[src/hw/rtl/pdu_pkg.sv]
package pdu_pkg;

    localparam int POS_W      = 24;
    localparam int D_W        = POS_W + 1;
    localparam int COEF_W     = 21;
    localparam int CFG_W      = 63;
    localparam int CFG_IDX_W  = 3;
    localparam int WRAP_W     = 3;
    localparam int CU_W       = 26;
    localparam int U_W        = 41;
    localparam int MAG_W      = 23;
    localparam int ROOT_W     = 24;
    localparam int SQ_W       = 48;
    localparam int MAX_SHIFTS_DEF = 2;

    typedef logic signed [COEF_W-1:0] coef_t;
    typedef logic signed [D_W-1:0]    d_t;
    typedef logic signed [CU_W-1:0]   cu_t;
    typedef logic signed [U_W-1:0]    u_t;

    typedef enum logic [CFG_IDX_W-1:0] {
        CFG_CELL_A  = 3'd0,
        CFG_CELL_B  = 3'd1,
        CFG_CELL_C  = 3'd2,
        CFG_INV_X   = 3'd3,
        CFG_INV_Y   = 3'd4,
        CFG_INV_Z   = 3'd5,
        CFG_WRAP    = 3'd6,
        CFG_REDUCED = 3'd7
    } cfg_reg_t;

endpackage

[src/hw/rtl/pdu_isqrt.sv]
module pdu_isqrt #(
    parameter int SIDE_W = 1
) (
    input  logic                        clk,
    input  logic                        rst_n,
    input  logic                        valid_in,
    input  logic [pdu_pkg::SQ_W-1:0]    x,
    input  logic [SIDE_W-1:0]           side_in,
    output logic                        valid_out,
    output logic [pdu_pkg::ROOT_W-1:0]  root,
    output logic [SIDE_W-1:0]           side_out
);

    localparam int RW = pdu_pkg::ROOT_W;
    localparam int XW = pdu_pkg::SQ_W + 1;

    logic [XW-1:0]     rem_chain  [RW+1];
    logic [RW-1:0]     r_chain    [RW+1];
    logic [SIDE_W-1:0] side_chain [RW+1];
    logic              v_chain    [RW+1];

    assign rem_chain[0]  = XW'(x);
    assign r_chain[0]    = '0;
    assign side_chain[0] = side_in;
    assign v_chain[0]    = valid_in;

    // one root bit per stage, most significant first
    for (genvar j = 0; j < RW; j++)
    begin : g_bit
        localparam int B = RW - 1 - j;

        logic [XW-1:0]     trial;
        logic              ge;
        logic [XW-1:0]     rem_reg;
        logic [RW-1:0]     r_reg;
        logic [SIDE_W-1:0] side_reg;
        logic              v_reg;

        always_comb
        begin
            trial = (XW'(r_chain[j]) << (B + 1)) | (XW'(1) << (2 * B));
            ge    = rem_chain[j] >= trial;
        end

        always_ff @(posedge clk)
        begin
            rem_reg  <= ge ? rem_chain[j] - trial : rem_chain[j];
            r_reg    <= ge ? (r_chain[j] | (RW'(1) << B)) : r_chain[j];
            side_reg <= side_chain[j];
        end

        always_ff @(posedge clk or negedge rst_n)
        begin
            if (!rst_n)
            begin
                v_reg <= 1'b0;
            end
            else
            begin
                v_reg <= v_chain[j];
            end
        end

        assign rem_chain[j+1]  = rem_reg;
        assign r_chain[j+1]    = r_reg;
        assign side_chain[j+1] = side_reg;
        assign v_chain[j+1]    = v_reg;
    end

    assign root      = r_chain[RW];
    assign side_out  = side_chain[RW];
    assign valid_out = v_chain[RW];

endmodule

[config.mk]
export PLATFORM = sky130hd
export DESIGN_NAME = pdu_isqrt
export DESIGN_NICKNAME = d
export VERILOG_FILES = /design/src/hw/rtl/pdu_pkg.sv /design/src/hw/rtl/pdu_isqrt.sv
export SDC_FILE = /design/constraint.sdc
export NUM_CORES = 2
export LEC_CHECK = 0
export ABC_CLOCK_PERIOD_IN_PS = 4090
export BUFFER_PORTS_ARGS = -buffer_cell sky130_fd_sc_hd__buf_2
export CAP_MARGIN = 40
export CORE_ASPECT_RATIO = 1.25
export CORE_MARGIN = 3
export CORE_UTILIZATION = 45
export CTS_CLUSTER_SIZE = 8
export DETAILED_ROUTE_END_ITERATION = 8
export PLACE_DENSITY = 0.58
export SYNTH_ARGS = -nofsm -noshare
export SYNTH_HDL_FRONTEND = slang
export SYNTH_SLANG_ARGS = --single-unit
export TNS_END_PERCENT = 50
[constraint.sdc]
create_clock -name clk -period 4.09 [get_ports clk]
set_input_delay 0.2045 -clock clk [delete_from_list [all_inputs] [get_ports clk]]
set_output_delay 0.2045 -clock clk [all_outputs]
set_load 0.1 [all_outputs]
After elaboration in Yosys (flattened, before gate mapping)
Index checks and enable logic that the tools add are counted.

word-level totals
  output and inout bits = 26
  input bits = 52
  register bits = 1751
  logic and storage cells = 190

operators by class
  multiplexer cells = 24
  order comparisons = 24
  add/sub/neg operators = 23

operators by type and width
  kind              number
  $mux W49          22
  $ge A49 B25 Y1    1
  $ge A49 B26 Y1    1
  $ge A49 B27 Y1    1
  $ge A49 B28 Y1    1
  $ge A49 B29 Y1    1
  $ge A49 B30 Y1    1
  $ge A49 B31 Y1    1
  $ge A49 B32 Y1    1
  $ge A49 B33 Y1    1
  $ge A49 B34 Y1    1
  $ge A49 B35 Y1    1
  $ge A49 B36 Y1    1
  $ge A49 B37 Y1    1
  $ge A49 B38 Y1    1
  $ge A49 B39 Y1    1
  $ge A49 B40 Y1    1
  $ge A49 B41 Y1    1
  $ge A49 B42 Y1    1
  $ge A49 B43 Y1    1
  $ge A49 B44 Y1    1
  $ge A49 B45 Y1    1
  $ge A49 B46 Y1    1
  $ge A49 B47 Y1    1
  26 further kinds  26

Logic depth before layout (Yosys ltp)
  word-level depth = 2
  depth in mapped cells = 13

Worst setup path after synthesis
OpenSTA, ideal clock, no wires.

  path type = reg-to-reg
  from = register g_bit[11].r_reg[12]
  to = register g_bit[12].rem_reg[44]
  required time = 3972 ps
  clock period less this slack = 2968 ps
  cell stages (with the launch flop) = 12
  data arrival time = 2850 ps
  path slack = 1122 ps
  library setup time = 118 ps
  cell sequence = dfxtp_1 inv_1 ha_1 o21ai_0 a22oi_1 a2111oi_0 o31ai_1 or4b_1 buf_2 nand2_1 or4_1 xnor2_1

on the way
  longest elaborated chain between the ends = 2
  elaborated cells between the ends (all ways) = 3
  those cells by class = add/sub: 1; order compare: 1; mux: 1

RTL lines
  element                                             line                              source
  from (decl)                                         pdu_isqrt.sv:35                   logic [RW-1:0] r_reg;
  from (signal assigned)                              pdu_isqrt.sv:48                   r_reg <= ge ? (r_chain[j] | (RW'(1) << B)) : r_chain[j];
  $sub A49 B36 Y49 or $ge A49 B36 Y1 (tied branches)  pdu_isqrt.sv:47, pdu_isqrt.sv:42
  $mux W49 *                                          pdu_isqrt.sv:47                   rem_reg <= ge ? rem_chain[j] - trial : rem_chain[j];
  to (signal assigned)                                pdu_isqrt.sv:47
  to (decl)                                           pdu_isqrt.sv:34                   logic [XW-1:0] rem_reg;

Every way passes the cells marked *; elsewhere a longest branch is shown, timed or not.
A chain may end at the register's enable or synchronous reset.

Worst setup path after layout
  from = register g_bit[21].r_reg[23]
  to = register g_bit[22].rem_reg[45]

on the way
  longest elaborated chain between the ends = 2
  elaborated cells between the ends (all ways) = 3
  those cells by class = add/sub: 1; order compare: 1; mux: 1

RTL lines
  element                                             line
  from (decl)                                         pdu_isqrt.sv:35
  from (signal assigned)                              pdu_isqrt.sv:48
  $sub A49 B26 Y49 or $ge A49 B26 Y1 (tied branches)  pdu_isqrt.sv:47, pdu_isqrt.sv:42
  $mux W49 *                                          pdu_isqrt.sv:47
  to (signal assigned)                                pdu_isqrt.sv:47
  to (decl)                                           pdu_isqrt.sv:34

Marks and branches as above.

==> metrics.cfg <==
[drt]
firstDrtPassIters=6
remaining_drc_errors=0
vias_per_cell=5.27
vias=38600
ant_nets=0
wl_um=132000
drtIter0Drc=1644
wl_per_cell_um=18.0

[clocking]
cts_buffer_depth=3
cts-root-buf=clkbuf_16
clkLatencyLatePin_ps=820
tritoncts=built
ctsHtreeMaxLevel=4
clock-sinks=1475
cts_inserted_buffers=202
cts-resized-gates=0
path_clk_slew_ps=50

[sta]
grt_setup_unrepaired=false
setup_viol=0
timing.slew.headroom_pct=39.0
worst_pin_slew_ps=907
min_period_ps=3570
holdWs_ps=86.4
final_max_slew_viol_count=0
fin_crit_sh_pct=87.2
hold_viol=0
tns_ps=0
max_freq_ghz=0.280
skew_ps=76.3

[yosys]
synth_compound_area_share_pct=11.3
synth_edf_count=0
async_flop_share_pct=1.63
syn-cell-area_um2=54900
syn-num-nets=5758
synth_top_area_cell=dfxtp_1
synth_fa_ha_area_share_pct=7.34
ys_seq_elements=1475
synthMuxAreaShare_pct=1.09
yosys.area_share.simple_pct=14.9
netlist-cell-type-count=85
synth_seq_area_share_pct=54.0
synth_xor_area_share_pct=7.85
synth-main-ff-cell=dfxtp_1
postSynthCellCount=5384
yosysTopAreaCellShare_pct=52.9
synth_top_family_by_area=simple AND/OR/NAND/NOR gates
ys_warn_count=0
avgSynthCellArea_um2=10.2
synth_area_leaders=dfxtp_1 (53%), ha_1 (7.3%), xnor2_1 (4.0%), xor2_1 (3.9%), a21oi_1 (2.8%)

[floorplan]
die_w_um=318
io_pins=78
die_y_um=396
core-area_um2=120000
fp-row-count=142
start_util_pct=45.5
die-area_um2=126000

[power]
power.density_nw_per_um2=716
leakage_nw=28.9
ir_drop_mv=0.428

[final_layout]
fillers=10700
largest_reg_flops=1127
drive_gt1_share_pct=7.58
area_growth_pct=16.0
finish.net_count=6085

[global_routing]
antenna_found_initial=4
grt_usage_pct=20.8
grt_pass1_wl_um=209000
grt_start_max_net_pins=41
grt_pass1_vias=40500
grt-ovfl-total=0

[min_path]
hold_path.class=in2reg
hold_depth=2

[worst_setup_path]
cp-end-kind=flip-flop
cp-start-kind=flip-flop
crit_required_ps=4760
cp_max_fo=24
r2r_cells=11
worstPathArrival_ps=4230
worst-setup-path-type=reg2reg

[run]
maxCapViolCount=0

[placed_design]
dp_hpwl_um=101000
io_buffers=77
gp_congestion=0.894

[outcome]
status=finished, final reports clean

-- metal layers --
layer | global-route usage, % | vias to the layer above | part of all wire (%)
met3 | 3.13 | 390 | 3.0
met4 | 11.6 | 0 | 5.2
met1 | 19.0 | 18100 | 35
met5 | 0 | - | 0
li1 | - | 19400 | -
met2 | 42.8 | 705 | 57
-- cell families (layout without fill, tap and decap cells) --
family	after synthesis	count (layout)
simple gates	1548	1548
buf+inv	510	855
fa+ha+maj	322	322
other cells	0	4
xor+xnor	492	492
mux	54	54
flops	1475	1475
compound gates	983	983
-- worst max-delay path, cell delays in order, from the launching register on --
cell	delay (ps)
dfxtp_1	330
inv_1	50
ha_1	360
or3b_2	530
nor3b_1	560
nand3_1	120
and3_1	190
o211ai_1	140
buf_4	330
a21boi_0	510
nand3_1	160
xnor2_1	160
-- report_power, final --
part / leakage (nW) / internal, mW / switching (mW)
Combinational: 13.9 / 4.87 / 5.93
Clock: 2.64 / 8.69 / 5.83
Sequential: 12.4 / 17.7 / 2.54
-- final timing paths --
kind	from	to	slack (ps)
min	x[23]	g_bit[0].rem_reg[23]	90
max	g_bit[21].r_reg[23]	g_bit[22].rem_reg[45]	520
max in group asynchronous	rst_n	g_bit[7].v_reg	3120
min reg2reg	g_bit[18].side_reg	g_bit[19].side_reg	320
max reg2reg	g_bit[21].r_reg[23]	g_bit[22].rem_reg[45]	520
min in group asynchronous	rst_n	g_bit[14].v_reg	510
-- cells in the final DEF, fill, tap and decap left out, types with 22 or more instances in the layout --
| cell type | Yosys | layout |
|---|---|---|
| or3_1 | 72 | 72 |
| o21ai_0 | 233 | 233 |
| nand4_1 | 81 | 81 |
| nor4_1 | 184 | 183 |
| ha_1 | 322 | 322 |
| a31oi_1 | 28 | 28 |
| nand4b_1 | 28 | 28 |
| clkbuf_16 | 0 | 202 |
| or2_2 | 22 | 22 |
| a21oi_1 | 303 | 303 |
| dfrtp_1 | 24 | 24 |
| xor2_1 | 242 | 242 |
| o21a_1 | 64 | 64 |
| mux2_2 | 35 | 35 |
| dlygate4sd3_1 | 0 | 93 |
| buf_2 | 14 | 80 |
| nor4b_1 | 27 | 27 |
| dfxtp_1 | 1451 | 1451 |
| or4_1 | 68 | 68 |
| nor3_1 | 152 | 152 |
| a211oi_1 | 31 | 31 |
| nand2_1 | 308 | 308 |
| a21o_1 | 117 | 117 |
| nand2b_1 | 50 | 50 |
| o31ai_1 | 43 | 42 |
| xnor2_1 | 250 | 250 |
| inv_1 | 401 | 401 |
| nand3_1 | 82 | 82 |
| buf_4 | 0 | 55 |
| nor2b_1 | 43 | 43 |
| nor2_1 | 330 | 329 |
-- Yosys cell counts (all sizes together), types with 72 or more instances --
cell type and number:
ha 322, nor2 330, nand4 81, nand2 308, xor2 242, nand3 82, or3 72, dfxtp 1451
clkbuf 83, nor4 186, o21ai 239, nor3 152, a21oi 303, a21o 117, xnor2 250, inv 403
-- stage by stage --
stage / total power [mW] / setup WS, ps / std cells / cell area, µm² / utilization [%]
floorplan: 28.0 / 1120 / 5384 / 54900 / -
global placement: 31.1 / 40.2 / 6991 / 57200 / 47.5
detailed placement: 31.2 / 468 / 6997 / 57300 / 47.6
CTS: 46.0 / 426 / 7312 / 63600 / 52.8
global route: 48.3 / 304 / 7317 / 63700 / 52.8
finish: 45.6 / 525 / 7317 / 63700 / 52.8
-- repair_timing --
item | in CTS | in global routing
hold endpoints to repair | 76 | 0
endpoints found under the setup margin | 0 | 0
hold buffers | 93 | 0
setup buffers | 0 | 0
-- final cells by class --
cell class                 instances  area (µm²)  area share [%]
sequential                      1475       29600            46.6
multi-input combinational       3399       23300            36.6
clock buffer                     207        5070            7.97
tap                             1584        1980            3.11
timing repair buffer             230        1770            2.78
inverter                         403        1510            2.38
clock inverter                    15         352           0.552
antenna                            4        10.0          0.0157
No activity file was read; power rests on OpenSTA's default activity.
